## src/design/mbrq_pkg.sv

```systemverilog
// Shared types, constants and codes of the memory budget ring queue.
`timescale 1ns / 1ps

package mbrq_pkg;

    // Sizing and estimate constants.
    localparam int unsigned DEF_QUEUE_DEPTH = 16;
    localparam int unsigned OVERHEAD_UNITS  = 1;
    localparam int unsigned HEADER_BYTES    = 64;
    localparam int unsigned POINTER_BYTES   = 8;
    localparam int unsigned MB_SHIFT        = 20;
    localparam int unsigned MB_BYTES        = 1024 * 1024;

    // Field widths.
    localparam int unsigned DIM_W       = 16;
    localparam int unsigned BPP_W       = 6;
    localparam int unsigned BYTES_PP_W  = 3;
    localparam int unsigned TAG_W       = 16;
    localparam int unsigned EST_W       = 20;
    localparam int unsigned USAGE_W     = 24;
    localparam int unsigned ENTRY_W     = 5;
    localparam int unsigned CFG_LIMIT_W = 5;
    localparam int unsigned MEM_LIMIT_W = 20;
    localparam int unsigned TOTAL_W     = 36;
    localparam int unsigned MB_W        = TOTAL_W - MB_SHIFT;
    localparam int unsigned APB_ADDR_W  = 3;
    localparam int unsigned APB_DATA_W  = 32;
    localparam int unsigned RQ_DEPTH    = 2;

    // Request kinds.
    localparam logic KIND_PUSH = 1'b0;
    localparam logic KIND_POP  = 1'b1;

    // Register indices, taken from paddr[2].
    localparam logic REG_ENTRY_LIMIT = 1'b0;
    localparam logic REG_MEM_LIMIT   = 1'b1;

    // Reset values and limits.
    localparam logic [CFG_LIMIT_W-1:0] ENTRY_LIMIT_RST   = 5'd16;
    localparam logic [MEM_LIMIT_W-1:0] MEM_LIMIT_RST     = 20'd1024;
    localparam logic [EST_W-1:0]       EST_MAX           = '1;
    localparam logic [BYTES_PP_W-1:0]  BYTES_PP_FALLBACK = 3'd3;

    typedef enum logic [2:0] {
        ST_PUSHED  = 3'd0,
        ST_FULL    = 3'd1,
        ST_NO_MEM  = 3'd2,
        ST_POPPED  = 3'd3,
        ST_EMPTY   = 3'd4
    } status_t;

    typedef enum logic {
        BK_IDLE,
        BK_POP
    } back_state_t;

    // A classified request travelling from the front to the back.
    typedef struct packed {
        logic               kind;
        logic [TAG_W-1:0]   tag;
        logic [EST_W-1:0]   est;
    } req_t;

    // Configuration register contents.
    typedef struct packed {
        logic [CFG_LIMIT_W-1:0] entry_limit;
        logic [MEM_LIMIT_W-1:0] mem_limit_mb;
    } cfg_t;

endpackage

```

## src/design/mbrq_if.sv

```systemverilog
// Request and response channel interfaces of the memory budget ring queue.
`timescale 1ns / 1ps

interface mbrq_in_if;
    import mbrq_pkg::*;

    logic                 valid;
    logic                 ready;
    logic                 kind;
    logic [DIM_W-1:0]     image_width;
    logic [DIM_W-1:0]     image_height;
    logic [BPP_W-1:0]     bits_per_pixel;
    logic                 has_row_table;
    logic [TAG_W-1:0]     image_tag;

    modport source (
        output valid, kind, image_width, image_height, bits_per_pixel,
               has_row_table, image_tag,
        input  ready
    );

    modport sink (
        input  valid, kind, image_width, image_height, bits_per_pixel,
               has_row_table, image_tag,
        output ready
    );
endinterface

interface mbrq_out_if;
    import mbrq_pkg::*;

    logic                 valid;
    logic                 ready;
    status_t              status;
    logic [TAG_W-1:0]     popped_tag;
    logic [EST_W-1:0]     estimate_mb;
    logic [ENTRY_W-1:0]   entry_count;
    logic [USAGE_W-1:0]   usage_mb;

    modport source (
        output valid, status, popped_tag, estimate_mb, entry_count, usage_mb,
        input  ready
    );

    modport sink (
        input  valid, status, popped_tag, estimate_mb, entry_count, usage_mb,
        output ready
    );
endinterface

```

## src/design/memory_budget_ring_queue.sv

```systemverilog
// Top level of the memory budget ring queue with its configuration registers.
`timescale 1ns / 1ps

// A ring queue of image tags admitted against an entry limit and a budget in
// megabytes. A push request is accepted, its footprint is estimated in two
// front stages (width times height, then bytes per pixel, headers and rounding
// to megabytes) and handed through a two-entry request queue to the back part,
// which checks the count and the budget and answers through a result register.
// A pop waits in a read state because the ring storage has a registered read
// port, and the back part takes no new request until that pop is done. The
// back part therefore sets the rate: one push per cycle while each result is
// taken without delay. A finished result sits in an output register,
// and the front keeps accepting up to three more requests while it waits. The
// registers are written through the APB port at byte address 0 (entry limit)
// and 4 (budget).
module memory_budget_ring_queue #(
    parameter int unsigned QUEUE_DEPTH = mbrq_pkg::DEF_QUEUE_DEPTH
) (
    input  logic                          clk,
    input  logic                          rst_n,
    mbrq_in_if.sink                       req,
    mbrq_out_if.source                    rsp,
    input  logic                          psel,
    input  logic                          penable,
    input  logic                          pwrite,
    input  logic [mbrq_pkg::APB_ADDR_W-1:0] paddr,
    input  logic [mbrq_pkg::APB_DATA_W-1:0] pwdata,
    output logic [mbrq_pkg::APB_DATA_W-1:0] prdata,
    output logic                          pready
);
    import mbrq_pkg::*;

    logic [CFG_LIMIT_W-1:0] entry_limit_reg;
    logic [MEM_LIMIT_W-1:0] mem_limit_reg;
    logic                   cfg_write;
    cfg_t                   cfg;
    logic                   q_push;
    req_t                   q_in;
    logic                   q_full;
    logic                   q_valid;
    req_t                   q_head;
    logic                   q_pop;

    // Configuration registers.
    assign pready    = 1'b1;
    assign cfg_write = psel && penable && pwrite && pready;

    always_ff @(posedge clk or negedge rst_n)
    begin
        if (!rst_n)
        begin
            entry_limit_reg <= ENTRY_LIMIT_RST;
            mem_limit_reg   <= MEM_LIMIT_RST;
        end
        else if (cfg_write)
        begin
            case (paddr[2])
                REG_ENTRY_LIMIT: entry_limit_reg <= pwdata[CFG_LIMIT_W-1:0];
                REG_MEM_LIMIT:   mem_limit_reg   <= pwdata[MEM_LIMIT_W-1:0];
                default:         entry_limit_reg <= entry_limit_reg;
            endcase
        end
    end

    // Register read-back.
    always_comb
    begin
        case (paddr[2])
            REG_ENTRY_LIMIT: prdata = APB_DATA_W'(entry_limit_reg);
            REG_MEM_LIMIT:   prdata = APB_DATA_W'(mem_limit_reg);
            default:         prdata = '0;
        endcase
    end

    assign cfg.entry_limit  = entry_limit_reg;
    assign cfg.mem_limit_mb = mem_limit_reg;

    // Front: request intake and footprint estimate.
    mbrq_front u_front (
        .clk    (clk),
        .rst_n  (rst_n),
        .req    (req),
        .q_push (q_push),
        .q_data (q_in),
        .q_full (q_full)
    );

    // Decoupling queue between the front and the back.
    mbrq_req_queue u_queue (
        .clk       (clk),
        .rst_n     (rst_n),
        .push      (q_push),
        .push_data (q_in),
        .full      (q_full),
        .valid     (q_valid),
        .head_data (q_head),
        .pop       (q_pop)
    );

    // Back: admission, ring storage and results.
    mbrq_back #(
        .QUEUE_DEPTH (QUEUE_DEPTH)
    ) u_back (
        .clk     (clk),
        .rst_n   (rst_n),
        .cfg     (cfg),
        .q_valid (q_valid),
        .q_data  (q_head),
        .q_pop   (q_pop),
        .rsp     (rsp)
    );
endmodule

```

## src/design/mbrq_ram.sv

```systemverilog
// Generic single-port-write, single-port-read RAM with registered read data.
`timescale 1ns / 1ps

module mbrq_ram #(
    parameter int unsigned WIDTH = 8,
    parameter int unsigned DEPTH = 16,
    parameter int unsigned AW    = (DEPTH > 1) ? $clog2(DEPTH) : 1
) (
    input  logic             clk,
    input  logic             we,
    input  logic [AW-1:0]    waddr,
    input  logic [WIDTH-1:0] wdata,
    input  logic             re,
    input  logic [AW-1:0]    raddr,
    output logic [WIDTH-1:0] rdata
);
    logic [WIDTH-1:0] mem [DEPTH];
    logic [WIDTH-1:0] rdata_reg;

    // Write port.
    always_ff @(posedge clk)
    begin
        if (we)
        begin
            mem[waddr] <= wdata;
        end
    end

    // Registered read port.
    always_ff @(posedge clk)
    begin
        if (re)
        begin
            rdata_reg <= mem[raddr];
        end
    end

    assign rdata = rdata_reg;
endmodule

```

## src/design/mbrq_front.sv

```systemverilog
// Front part: accepts requests and works out the footprint estimate of a push.
`timescale 1ns / 1ps

module mbrq_front (
    input  logic            clk,
    input  logic            rst_n,
    mbrq_in_if.sink         req,
    output logic            q_push,
    output mbrq_pkg::req_t  q_data,
    input  logic            q_full
);
    import mbrq_pkg::*;

    logic                      s1_valid_reg;
    logic                      s1_valid_next;
    logic [2*DIM_W-1:0]        area_reg;
    logic [2*DIM_W-1:0]        area_next;
    logic [BYTES_PP_W-1:0]     bytes_pp_reg;
    logic [BYTES_PP_W-1:0]     bytes_pp_next;
    logic [DIM_W-1:0]          height_reg;
    logic                      rows_reg;
    logic                      kind_reg;
    logic [TAG_W-1:0]          tag_reg;

    logic [TOTAL_W-1:0]        scaled;
    logic [TOTAL_W-1:0]        row_bytes;
    logic [TOTAL_W-1:0]        total;
    logic [TOTAL_W-1:0]        rounded;
    logic [EST_W:0]            mb_sum;
    logic [EST_W-1:0]          est;
    logic                      advance;

    // The first stage empties whenever the request queue has room.
    assign advance   = s1_valid_reg && !q_full;
    assign req.ready = !s1_valid_reg || !q_full;

    // Stage one: width times height, and the bytes per pixel.
    always_comb
    begin
        area_next     = {{DIM_W{1'b0}}, req.image_width} * {{DIM_W{1'b0}}, req.image_height};
        bytes_pp_next = req.bits_per_pixel[BPP_W-1:3];
        if (bytes_pp_next == '0)
        begin
            bytes_pp_next = BYTES_PP_FALLBACK;
        end
        s1_valid_next = s1_valid_reg;
        if (req.valid && req.ready)
        begin
            s1_valid_next = 1'b1;
        end
        else if (advance)
        begin
            s1_valid_next = 1'b0;
        end
    end

    always_ff @(posedge clk or negedge rst_n)
    begin
        if (!rst_n)
        begin
            s1_valid_reg <= 1'b0;
        end
        else
        begin
            s1_valid_reg <= s1_valid_next;
        end
    end

    always_ff @(posedge clk)
    begin
        if (req.valid && req.ready)
        begin
            area_reg     <= area_next;
            bytes_pp_reg <= bytes_pp_next;
            height_reg   <= req.image_height;
            rows_reg     <= req.has_row_table;
            kind_reg     <= req.kind;
            tag_reg      <= req.image_tag;
        end
    end

    // Stage two: bytes per pixel by shift and add, then rounding up to megabytes.
    always_comb
    begin
        scaled = '0;
        if (bytes_pp_reg[0])
        begin
            scaled = scaled + TOTAL_W'(area_reg);
        end
        if (bytes_pp_reg[1])
        begin
            scaled = scaled + (TOTAL_W'(area_reg) << 1);
        end
        if (bytes_pp_reg[2])
        begin
            scaled = scaled + (TOTAL_W'(area_reg) << 2);
        end
        row_bytes = TOTAL_W'(height_reg) * TOTAL_W'(POINTER_BYTES)
                    + TOTAL_W'(OVERHEAD_UNITS);
        total = scaled + TOTAL_W'(HEADER_BYTES);
        if (rows_reg)
        begin
            total = total + row_bytes;
        end
        rounded = total + TOTAL_W'(MB_BYTES - 1);
        mb_sum  = (EST_W + 1)'(rounded[TOTAL_W-1:MB_SHIFT]) + (EST_W + 1)'(OVERHEAD_UNITS);
        if (mb_sum == '0)
        begin
            est = EST_W'(1);
        end
        else if (mb_sum > {1'b0, EST_MAX})
        begin
            est = EST_MAX;
        end
        else
        begin
            est = mb_sum[EST_W-1:0];
        end
    end

    assign q_push      = advance;
    assign q_data.kind = kind_reg;
    assign q_data.tag  = tag_reg;
    assign q_data.est  = est;
endmodule

```

## src/design/mbrq_req_queue.sv

```systemverilog
// Short request queue that decouples the front part from the back part.
`timescale 1ns / 1ps

module mbrq_req_queue (
    input  logic            clk,
    input  logic            rst_n,
    input  logic            push,
    input  mbrq_pkg::req_t  push_data,
    output logic            full,
    output logic            valid,
    output mbrq_pkg::req_t  head_data,
    input  logic            pop
);
    import mbrq_pkg::*;

    localparam int unsigned PW = (RQ_DEPTH > 1) ? $clog2(RQ_DEPTH) : 1;
    localparam int unsigned NW = $clog2(RQ_DEPTH + 1);

    req_t          slot_reg [RQ_DEPTH];
    logic [PW-1:0] wr_ptr_reg;
    logic [PW-1:0] wr_ptr_next;
    logic [PW-1:0] rd_ptr_reg;
    logic [PW-1:0] rd_ptr_next;
    logic [NW-1:0] count_reg;
    logic [NW-1:0] count_next;
    logic          do_push;
    logic          do_pop;

    assign full      = (count_reg == NW'(RQ_DEPTH));
    assign valid     = (count_reg != '0);
    assign head_data = slot_reg[rd_ptr_reg];
    assign do_push   = push && !full;
    assign do_pop    = pop && valid;

    // Pointer and occupancy update.
    always_comb
    begin
        wr_ptr_next = wr_ptr_reg;
        rd_ptr_next = rd_ptr_reg;
        count_next  = count_reg;
        if (do_push)
        begin
            wr_ptr_next = (wr_ptr_reg == PW'(RQ_DEPTH - 1)) ? '0 : wr_ptr_reg + 1'b1;
        end
        if (do_pop)
        begin
            rd_ptr_next = (rd_ptr_reg == PW'(RQ_DEPTH - 1)) ? '0 : rd_ptr_reg + 1'b1;
        end
        if (do_push && !do_pop)
        begin
            count_next = count_reg + 1'b1;
        end
        else if (do_pop && !do_push)
        begin
            count_next = count_reg - 1'b1;
        end
    end

    always_ff @(posedge clk or negedge rst_n)
    begin
        if (!rst_n)
        begin
            wr_ptr_reg <= '0;
            rd_ptr_reg <= '0;
            count_reg  <= '0;
        end
        else
        begin
            wr_ptr_reg <= wr_ptr_next;
            rd_ptr_reg <= rd_ptr_next;
            count_reg  <= count_next;
        end
    end

    // Entry storage.
    always_ff @(posedge clk)
    begin
        if (do_push)
        begin
            slot_reg[wr_ptr_reg] <= push_data;
        end
    end
endmodule

```

## src/design/mbrq_back.sv

```systemverilog
// Back part: admission against the count and budget, ring storage and the result register.
`timescale 1ns / 1ps

module mbrq_back #(
    parameter int unsigned QUEUE_DEPTH = mbrq_pkg::DEF_QUEUE_DEPTH
) (
    input  logic            clk,
    input  logic            rst_n,
    input  mbrq_pkg::cfg_t  cfg,
    input  logic            q_valid,
    input  mbrq_pkg::req_t  q_data,
    output logic            q_pop,
    mbrq_out_if.source      rsp
);
    import mbrq_pkg::*;

    localparam int unsigned AW     = (QUEUE_DEPTH > 1) ? $clog2(QUEUE_DEPTH) : 1;
    localparam int unsigned CW     = $clog2(QUEUE_DEPTH + 1);
    localparam int unsigned LW     = (CW > CFG_LIMIT_W) ? CW : CFG_LIMIT_W;
    localparam int unsigned SLOT_W = TAG_W + EST_W;

    back_state_t         state_reg;
    back_state_t         state_next;
    logic [AW-1:0]       head_reg;
    logic [AW-1:0]       head_next;
    logic [AW-1:0]       tail_reg;
    logic [AW-1:0]       tail_next;
    logic [CW-1:0]       held_reg;
    logic [CW-1:0]       held_next;
    logic [USAGE_W-1:0]  usage_reg;
    logic [USAGE_W-1:0]  usage_next;
    logic                out_valid_reg;
    logic                out_valid_next;
    status_t             status_reg;
    status_t             status_next;
    logic [TAG_W-1:0]    tag_out_reg;
    logic [TAG_W-1:0]    tag_out_next;
    logic [EST_W-1:0]    est_out_reg;
    logic [EST_W-1:0]    est_out_next;

    logic                ram_we;
    logic                ram_re;
    logic [SLOT_W-1:0]   ram_rdata;
    logic [TAG_W-1:0]    rd_tag;
    logic [EST_W-1:0]    rd_est;
    logic [LW-1:0]       limit;
    logic                is_full;
    logic [USAGE_W:0]    usage_sum;
    logic                over_budget;
    logic [USAGE_W-1:0]  rd_est_ext;
    logic                out_free;

    // Ring storage of tag and estimate per entry.
    mbrq_ram #(
        .WIDTH (SLOT_W),
        .DEPTH (QUEUE_DEPTH)
    ) u_store (
        .clk   (clk),
        .we    (ram_we),
        .waddr (tail_reg),
        .wdata ({q_data.tag, q_data.est}),
        .re    (ram_re),
        .raddr (head_reg),
        .rdata (ram_rdata)
    );

    assign rd_tag     = ram_rdata[SLOT_W-1:EST_W];
    assign rd_est     = ram_rdata[EST_W-1:0];
    assign rd_est_ext = USAGE_W'(rd_est);

    // Admission checks; an entry limit above the ring depth acts as the depth.
    always_comb
    begin
        limit = LW'(cfg.entry_limit);
        if (limit > LW'(QUEUE_DEPTH))
        begin
            limit = LW'(QUEUE_DEPTH);
        end
        is_full     = (LW'(held_reg) >= limit);
        usage_sum   = {1'b0, usage_reg} + (USAGE_W + 1)'(q_data.est);
        over_budget = (held_reg != '0)
                      && (usage_sum > (USAGE_W + 1)'(cfg.mem_limit_mb));
    end

    assign out_free = !out_valid_reg || rsp.ready;

    // Sequencer: pushes finish from the idle state, pops wait in the pop state for read data.
    always_comb
    begin
        state_next     = state_reg;
        head_next      = head_reg;
        tail_next      = tail_reg;
        held_next      = held_reg;
        usage_next     = usage_reg;
        out_valid_next = out_valid_reg && !rsp.ready;
        status_next    = status_reg;
        tag_out_next   = tag_out_reg;
        est_out_next   = est_out_reg;
        q_pop          = 1'b0;
        ram_we         = 1'b0;
        ram_re         = 1'b0;
        case (state_reg)
            BK_IDLE:
            begin
                if (q_valid && out_free)
                begin
                    q_pop = 1'b1;
                    if (q_data.kind == KIND_PUSH)
                    begin
                        out_valid_next = 1'b1;
                        tag_out_next   = '0;
                        est_out_next   = q_data.est;
                        if (is_full)
                        begin
                            status_next = ST_FULL;
                        end
                        else if (over_budget)
                        begin
                            status_next = ST_NO_MEM;
                        end
                        else
                        begin
                            status_next = ST_PUSHED;
                            ram_we      = 1'b1;
                            tail_next   = (tail_reg == AW'(QUEUE_DEPTH - 1)) ?
                                          '0 : tail_reg + 1'b1;
                            held_next   = held_reg + 1'b1;
                            usage_next  = usage_sum[USAGE_W] ? '1 : usage_sum[USAGE_W-1:0];
                        end
                    end
                    else if (held_reg == '0)
                    begin
                        out_valid_next = 1'b1;
                        status_next    = ST_EMPTY;
                        tag_out_next   = '0;
                        est_out_next   = '0;
                    end
                    else
                    begin
                        ram_re     = 1'b1;
                        state_next = BK_POP;
                    end
                end
            end
            BK_POP:
            begin
                out_valid_next = 1'b1;
                status_next    = ST_POPPED;
                tag_out_next   = rd_tag;
                est_out_next   = rd_est;
                head_next      = (head_reg == AW'(QUEUE_DEPTH - 1)) ? '0 : head_reg + 1'b1;
                held_next      = held_reg - 1'b1;
                usage_next     = (usage_reg >= rd_est_ext) ? usage_reg - rd_est_ext : '0;
                state_next     = BK_IDLE;
            end
            default:
            begin
                state_next = BK_IDLE;
            end
        endcase
    end

    always_ff @(posedge clk or negedge rst_n)
    begin
        if (!rst_n)
        begin
            state_reg     <= BK_IDLE;
            head_reg      <= '0;
            tail_reg      <= '0;
            held_reg      <= '0;
            usage_reg     <= '0;
            out_valid_reg <= 1'b0;
        end
        else
        begin
            state_reg     <= state_next;
            head_reg      <= head_next;
            tail_reg      <= tail_next;
            held_reg      <= held_next;
            usage_reg     <= usage_next;
            out_valid_reg <= out_valid_next;
        end
    end

    always_ff @(posedge clk)
    begin
        status_reg  <= status_next;
        tag_out_reg <= tag_out_next;
        est_out_reg <= est_out_next;
    end

    // The count and usage only move together with a new result, so they are shown directly.
    assign rsp.valid       = out_valid_reg;
    assign rsp.status      = status_reg;
    assign rsp.popped_tag  = tag_out_reg;
    assign rsp.estimate_mb = est_out_reg;
    assign rsp.entry_count = ENTRY_W'(held_reg);
    assign rsp.usage_mb    = usage_reg;

    // The ring never holds more entries than it has slots.
    a_held_bound: assert property (@(posedge clk) disable iff (!rst_n)
        held_reg <= CW'(QUEUE_DEPTH))
        else $error("entry count above ring depth");

    // An empty ring has its read and write positions together.
    a_empty_ptrs: assert property (@(posedge clk) disable iff (!rst_n)
        (held_reg == '0) |-> (head_reg == tail_reg))
        else $error("empty ring with diverged pointers");

    // The read-wait cycle of a pop always ends in a popped result.
    a_pop_result: assert property (@(posedge clk) disable iff (!rst_n)
        (state_reg == BK_POP) |=> (out_valid_reg && status_reg == ST_POPPED))
        else $error("pop did not produce a result");

    // While a result waits, the accounting it reports must not move.
    a_hold_state: assert property (@(posedge clk) disable iff (!rst_n)
        (out_valid_reg && !rsp.ready) |=> ($stable(held_reg) && $stable(usage_reg)))
        else $error("accounting changed under a pending result");
endmodule
```

## src/flat_wrapper.sv

```systemverilog
// flat-port wrapper written by rule: the top's interface ports become plain ports
module memory_budget_ring_queue_flat import mbrq_pkg::*;
#(
    parameter int unsigned QUEUE_DEPTH = mbrq_pkg::DEF_QUEUE_DEPTH
)
  (clk, rst_n, psel, penable, pwrite, paddr, pwdata, prdata, pready, req_valid, req_kind, req_image_width, req_image_height, req_bits_per_pixel, req_has_row_table, req_image_tag, req_ready, rsp_valid, rsp_status, rsp_popped_tag, rsp_estimate_mb, rsp_entry_count, rsp_usage_mb, rsp_ready);
  mbrq_in_if req_i ();
  mbrq_out_if rsp_i ();
  input  logic clk;
  input  logic rst_n;
  input  logic psel;
  input  logic penable;
  input  logic pwrite;
  input  logic [mbrq_pkg::APB_ADDR_W-1:0] paddr;
  input  logic [mbrq_pkg::APB_DATA_W-1:0] pwdata;
  output logic [mbrq_pkg::APB_DATA_W-1:0] prdata;
  output logic pready;
  input wire logic [$bits(req_i.valid)-1:0] req_valid;
  input wire logic [$bits(req_i.kind)-1:0] req_kind;
  input wire logic [$bits(req_i.image_width)-1:0] req_image_width;
  input wire logic [$bits(req_i.image_height)-1:0] req_image_height;
  input wire logic [$bits(req_i.bits_per_pixel)-1:0] req_bits_per_pixel;
  input wire logic [$bits(req_i.has_row_table)-1:0] req_has_row_table;
  input wire logic [$bits(req_i.image_tag)-1:0] req_image_tag;
  output wire logic [$bits(req_i.ready)-1:0] req_ready;
  output wire logic [$bits(rsp_i.valid)-1:0] rsp_valid;
  output wire logic [$bits(rsp_i.status)-1:0] rsp_status;
  output wire logic [$bits(rsp_i.popped_tag)-1:0] rsp_popped_tag;
  output wire logic [$bits(rsp_i.estimate_mb)-1:0] rsp_estimate_mb;
  output wire logic [$bits(rsp_i.entry_count)-1:0] rsp_entry_count;
  output wire logic [$bits(rsp_i.usage_mb)-1:0] rsp_usage_mb;
  input wire logic [$bits(rsp_i.ready)-1:0] rsp_ready;
  assign req_i.valid = req_valid;
  assign req_i.kind = req_kind;
  assign req_i.image_width = req_image_width;
  assign req_i.image_height = req_image_height;
  assign req_i.bits_per_pixel = req_bits_per_pixel;
  assign req_i.has_row_table = req_has_row_table;
  assign req_i.image_tag = req_image_tag;
  assign req_ready = req_i.ready;
  assign rsp_valid = rsp_i.valid;
  assign rsp_status = rsp_i.status;
  assign rsp_popped_tag = rsp_i.popped_tag;
  assign rsp_estimate_mb = rsp_i.estimate_mb;
  assign rsp_entry_count = rsp_i.entry_count;
  assign rsp_usage_mb = rsp_i.usage_mb;
  assign rsp_i.ready = rsp_ready;
  memory_budget_ring_queue #(.QUEUE_DEPTH(QUEUE_DEPTH)) u_core (.clk(clk), .rst_n(rst_n), .req(req_i), .rsp(rsp_i), .psel(psel), .penable(penable), .pwrite(pwrite), .paddr(paddr), .pwdata(pwdata), .prdata(prdata), .pready(pready));
endmodule
```

## config.mk

```make
export PLATFORM = sky130hd
export DESIGN_NAME = memory_budget_ring_queue_flat
export DESIGN_NICKNAME = d
export VERILOG_FILES = /design/src/design/mbrq_pkg.sv /design/src/design/mbrq_if.sv /design/src/design/memory_budget_ring_queue.sv /design/src/design/mbrq_ram.sv /design/src/design/mbrq_front.sv /design/src/design/mbrq_req_queue.sv /design/src/design/mbrq_back.sv /design/src/flat_wrapper.sv
export SDC_FILE = /design/constraint.sdc
export NUM_CORES = 2
export LEC_CHECK = 0
export ABC_AREA = 1
export BUFFER_PORTS_ARGS = -buffer_cell sky130_fd_sc_hd__buf_2
export CAP_MARGIN = 20
export CELL_PAD_IN_SITES_DETAIL_PLACEMENT = 2
export CELL_PAD_IN_SITES_GLOBAL_PLACEMENT = 2
export CORE_ASPECT_RATIO = 1.1
export CORE_MARGIN = 10
export CORE_UTILIZATION = 40
export DETAILED_ROUTE_END_ITERATION = 8
export PLACE_DENSITY_LB_ADDON = 0.25
export RECOVER_POWER = 25
export SETUP_SLACK_MARGIN = 0.15
export SLEW_MARGIN = 10
export SYNTH_ARGS = -nofsm -noshare
export SYNTH_HDL_FRONTEND = slang
export SYNTH_SLANG_ARGS = --single-unit
```

## constraint.sdc

```tcl
create_clock -name clk -period 7.9 [get_ports clk]
set_clock_uncertainty 0.1 [all_clocks]
set_input_delay 0.395 -clock clk [delete_from_list [all_inputs] [get_ports clk]]
set_output_delay 0.395 -clock clk [all_outputs]
set_load 0.05 [all_outputs]
```

[Word-level counts from Yosys, hierarchy flattened]
Memory sizes are Yosys's and may differ from the RTL's. A register that Yosys moved wholly into a read port is not among the register bits.
Cells that the tools add are included.
Word-level totals
  RAM bits: 650
  latch bits: 0
  bits in registers: 177
  bits in read-only memories: 0
  input bits: 98
  memories kept: 2
  logic and storage cells: 152
  output and inout bits: 103
Operators by class
  shift operators: 0
  bitwise operators: 5
  $mul: 1
  eq/ne operators: 8
  multiplexer cells: 62
  $add $sub $neg: 17
  divide/modulo/power cells: 0
  reduce and logical (&&, ||, !) cells: 31
  order comparisons: 5
Memories
  u_core.u_back.u_store.mem: words 16, width 36, rd ports 1, clocked after Yosys merged registers in 1, write ports 1, line mbrq_ram.sv:17  | logic [WIDTH-1:0] mem [DEPTH];
  u_core.u_queue.slot_reg: words 2, width 37, rd ports 1, clocked after Yosys merged registers in 0, write ports 1, line mbrq_req_queue.sv:19  | req_t slot_reg [RQ_DEPTH];
Operators with widths (count)
  $mux 24: 6
  $mux 36: 3
  $mux 20: 5
  $pmux 32 s2: 1
  $mux 16: 3
  $pmux 24 s2: 1
  $pmux 20 s2: 1
  $add 36x20->36: 1
  $add 36x20->36 const B: 1
  $add 36x33->36: 1
  $add 36x34->36: 1
  $add 36x7->36 const B: 1
  $mul 16x16->32: 1
  $mux 32: 1
  $pmux 16 s2: 1
  $add 24x20->25: 1
  $gt 25x20->1: 1
  $mux 5: 5
  $ge 24x20->1: 1
  $sub 24x20->24: 1
  $mux 1: 22
  $logic_not 21->1: 1
  $add 19x1->20 const B: 1
  $gt 17x20->1 const B: 1
  30 further kinds: 67

[Logic depth before layout (Yosys ltp)]
  word-level depth: 13
  mapped depth: 63

[Modules after synthesis]
From an unflattened synthesis, not the netlist that was laid out.
Second synthesis, totals
  cell total of the unflattened synthesis: 6921
  area, all modules: 57406.3 sq um
Modules (own cells, without submodules)
  mbrq_ram: area each 25754.7 sq um, times used 1, seq. area each 18377.6 sq um, cells each 2379
  mbrq_front: area each 20340.8 sq um, times used 1, seq. area each 2097.0 sq um, cells each 3146
  mbrq_back: area each 7043.0 sq um, times used 1, seq. area each 2147.1 sq um, cells each 995
  mbrq_req_queue: area each 2934.1 sq um, times used 1, seq. area each 2322.2 sq um, cells each 225
  memory_budget_ring_queue: area each 1333.8 sq um, times used 1, seq. area each 628.1 sq um, cells each 176

[Least setup slack after synthesis]
OpenSTA, ideal clock, no wires.
  kind: flip-flop to flip-flop
  start point: reg u_core.u_front.bytes_pp_reg[0]
  end point: mem u_core.u_queue.slot_reg[0][1] (netlist name) (data pin)
  stages on the path, launching flop included: 53
  data arrival time: 6.729 ns
  setup slack: 0.809 ns
  data required time: 7.538 ns
  path through: edfxtp_1 > buf_6 > buf_12 > buf_6 > nand2_1 > inv_1 > ha_1 > fa_1 > nand3_2 > inv_1 > o21ai_0 > o21ai_0 > fa_1 > inv_1 > nand2_1 > o21ai_1 > a21oi_1 > o21ai_0 > (+17 left out) > clkinv_1 > nand3_1 > nand2_1 > nor3_1 > a21oi_1 > xor2_1 > inv_1 > ha_1 > inv_1 > nor2_4 > nand3_2 > nor2_2 > nand2_2 > xor2_1 > nor2_1 > nand3_1 > nor2_1 > a21oi_1
RTL lines
  start: declaration: line mbrq_front.sv:18  | logic [BYTES_PP_W-1:0] bytes_pp_reg;
  start signal: assignment: line mbrq_front.sv:74  | bytes_pp_reg <= bytes_pp_next;
  end: declaration: line mbrq_req_queue.sv:19

==> reports/metrics.cfg <==
[timing]
timing.fmax_mhz=119.8
finalMaxSlewViolations=137
slew_headroom=-1.719
setup_violations=8
rsz0062_at_grt=yes
fin_ws_ns=-0.4479
worst_hold_slack_ns=0.1444
fin_crit_ns=8.348
hold_viol_final=0
min_period_over_period=1.057
worst_pin_slew_ns=4.079

[logic_synthesis]
synth_edf_count=734
async_flop_share=0.08593
ys_seq_elements=803
ys_seq_area_frac=0.4582
synth_cell_types=67
synth_ff_type=edfxtp_1
synth_area_um2=51880
synth.avg_cell_area_um2=8.866
synth_cells=5852
ys_warn_count=0

[global_route]
grt_pass1_vias=51380
overflow=0
grt_pass1_wl_um=331500
track_usage=0.3021
grt_start_max_net_pins=106
antenna_found_initial=7

[setup_path]
critPathMaxStageDelay_ns=0.51
arrival_ns=8.77
worstSetupPathType=flop to flop
path_depth=53
start_kind=flop
worstPathMaxFanout=5
crit_buf_inv=9
timing.rr.start=u_core.u_front.bytes_pp_reg[0]$_SDFFCE_PN1P_
cpMostUsedCell=nand2_1
cp_slowest_cell=edfxtp_1
r2r_end=u_core.u_queue.slot_reg[0][0]$_DFFE_PP_
cp-end-kind=flop
crit_family=simple AND/OR/NAND/NOR gates
reg2regPathDepth=53
r2r_setup_slack_ns=-0.45
worstPathRequired_ns=8.32

[cts]
cts.sinks=803
cts_tree=done
cts_root_buf=clkbuf_16
cts_inserted_buffers=89
cts_buffer_depth=3
clk_latency_ns=0.77
clk_pin_slew_ns=0.06
cts_max_level=3

[floorplanning]
start_util=0.4028
die_area_um2=144500
die_x_um=363.4
fp.coreArea_um2=128800
row_count=138
ios=201
die_h_um=397.7

[final_layout]
design_area_um2=61220
fill_cells=13720
areaGrowthSynthToFinish_pct=18.00
largest_reg_flops=528
multiInputGateArea_um2=25810
final_common_cell=nand2_1
num-nets-final=6687
drive_above_1_share=0.1633
layout_common_cells=nand2_1, inv_1, edfxtp_1
utilization=0.4753
ff_latch_area_um2=23780

[detailed_routing]
viasPerCell=6.001
routed_wl_um=247500
via_count=47420
remaining_drc_errors=0
wl_per_cell_um=31.32
antenna_left=0
drt_pre_antenna_iters=6
drtIter0Drc=4209

[placed_design]
port_buffers=167
gp_congestion=0.8828
dp_slack_ns=-0.3201
dp_hpwl_um=143900
place_area_um2=55060

[run_status]
violations=capacitance limit, slew limit, setup timing
status=complete, but fails checks

[flow_run]
cap_violations=4

[min_path]
min_path_type=primary input to async pin

[worst register-to-register path, delay by kind of cell (launching register included)]
family,cells,cell delay [ns]
simple gates,36,4.68
fa+ha+maj,4,0.97
flops,1,0.51
buf+inv,9,1.16
compound gates,4,0.68
[worst max-delay path by stage]
stage                                                       startpoint                                      end  slack (ns)
after detailed placement  u_core.u_front.bytes_pp_reg[0]$_SDFFCE_PN1P_  u_core.u_queue.slot_reg[1][1]$_DFFE_PP_       -0.32
after global routing      u_core.u_front.bytes_pp_reg[0]$_SDFFCE_PN1P_  u_core.u_queue.slot_reg[0][0]$_DFFE_PP_       -0.80
final                     u_core.u_front.bytes_pp_reg[0]$_SDFFCE_PN1P_  u_core.u_queue.slot_reg[0][0]$_DFFE_PP_       -0.45
after global placement    u_core.u_front.bytes_pp_reg[0]$_SDFFCE_PN1P_  u_core.u_queue.slot_reg[0][1]$_DFFE_PP_        0.13
after CTS                 u_core.u_front.bytes_pp_reg[0]$_SDFFCE_PN1P_  u_core.u_queue.slot_reg[1][1]$_DFFE_PP_        0.15
after floorplan           u_core.u_front.bytes_pp_reg[0]$_SDFFCE_PN1P_  u_core.u_queue.slot_reg[0][1]$_DFFE_PP_        0.81
[area by class of cell]
| cell class | count | area share |
|---|---|---|
| clock inverters | 61 | 0.01212 |
| well taps | 1680 | 0.03434 |
| clock buffers | 104 | 0.03730 |
| inverters | 854 | 0.05277 |
| flip-flops and latches | 803 | 0.3885 |
| multi-input cells | 3957 | 0.4216 |
| repair buffers | 437 | 0.05314 |
| diodes | 6 | 0.0002453 |
[cell usage after synthesis (all sizes together) (2+ instances only)]
cell | n | share of area
or3 | 3 | 0.00036
nand4 | 78 | 0.0099
xor2 | 84 | 0.014
o21ai | 468 | 0.045
or2 | 17 | 0.0020
nor4 | 8 | 0.00096
nand3 | 350 | 0.036
clkbuf | 206 | 0.015
clkinv | 9 | 0.00068
dfrtp | 67 | 0.032
o21bai | 13 | 0.0021
a221oi | 2 | 0.00034
o221ai | 3 | 0.00051
buf | 48 | 0.0057
o31ai | 3 | 0.00043
inv | 845 | 0.061
edfxtp | 734 | 0.42
nand3b | 11 | 0.0016
a21o | 12 | 0.0017
fa | 199 | 0.077
nor3b | 4 | 0.00058
nor3 | 30 | 0.0031
conb | 2 | 0.00014
dfstp | 2 | 0.0010
o22ai | 154 | 0.019
and2 | 4 | 0.00048
nand2 | 1332 | 0.10
ha | 248 | 0.060
nor2 | 626 | 0.050
a21boi | 6 | 0.00087
a31o | 2 | 0.00034
o211ai | 11 | 0.0016
a22oi | 12 | 0.0017
o21a | 10 | 0.0014
xnor2 | 22 | 0.0037
a31oi | 17 | 0.0020
a21oi | 204 | 0.020
[routing by layer]
metal	global-route usage	wire length, µm
met1	0.3357	88020
met2	0.5589	127700
met3	0.03875	13940
met4	0.1561	17880
met5	0	8
[cells by family (layout without fill, tap and decap cells)]
family                   Yosys count  after routing  share of synthesized area
XOR/XNOR                         106            106                    0.01804
buffers and inverters           1108           1456                    0.08238
AND/OR/NAND/NOR                 2464           2464                     0.2068
adder cells (fa/ha/maj)          447            447                     0.1366
flip-flops                       803            803                     0.4582
AO/OA/AOI/OAI                    922            922                    0.09789
other                              2             24                  0.0001448
[metrics by stage]
stage                     TNS [ns]  std cells
after floorplan                  0       5868
after global placement           0       7581
after detailed placement    -16.15       7582
after CTS                        0       7814
after global routing        -8.393       7898
final                       -2.238       7902
[repair_timing]
| action | in CTS | in global routing |
|---|---|---|
| pin swaps | 18 | 134 |
| setup buffers | 21 | 79 |
| gates cloned | 0 | 3 |
| endpoints found under the hold margin | 104 | 0 |
| endpoints found under the setup margin | 550 | 587 |
| resized for setup | 105 | 381 |
| hold buffers | 46 | 0 |
Power is left out: the tool's default activity adds up to more than one toggle a clock period on the data nets, which glitch-free logic cannot reach.
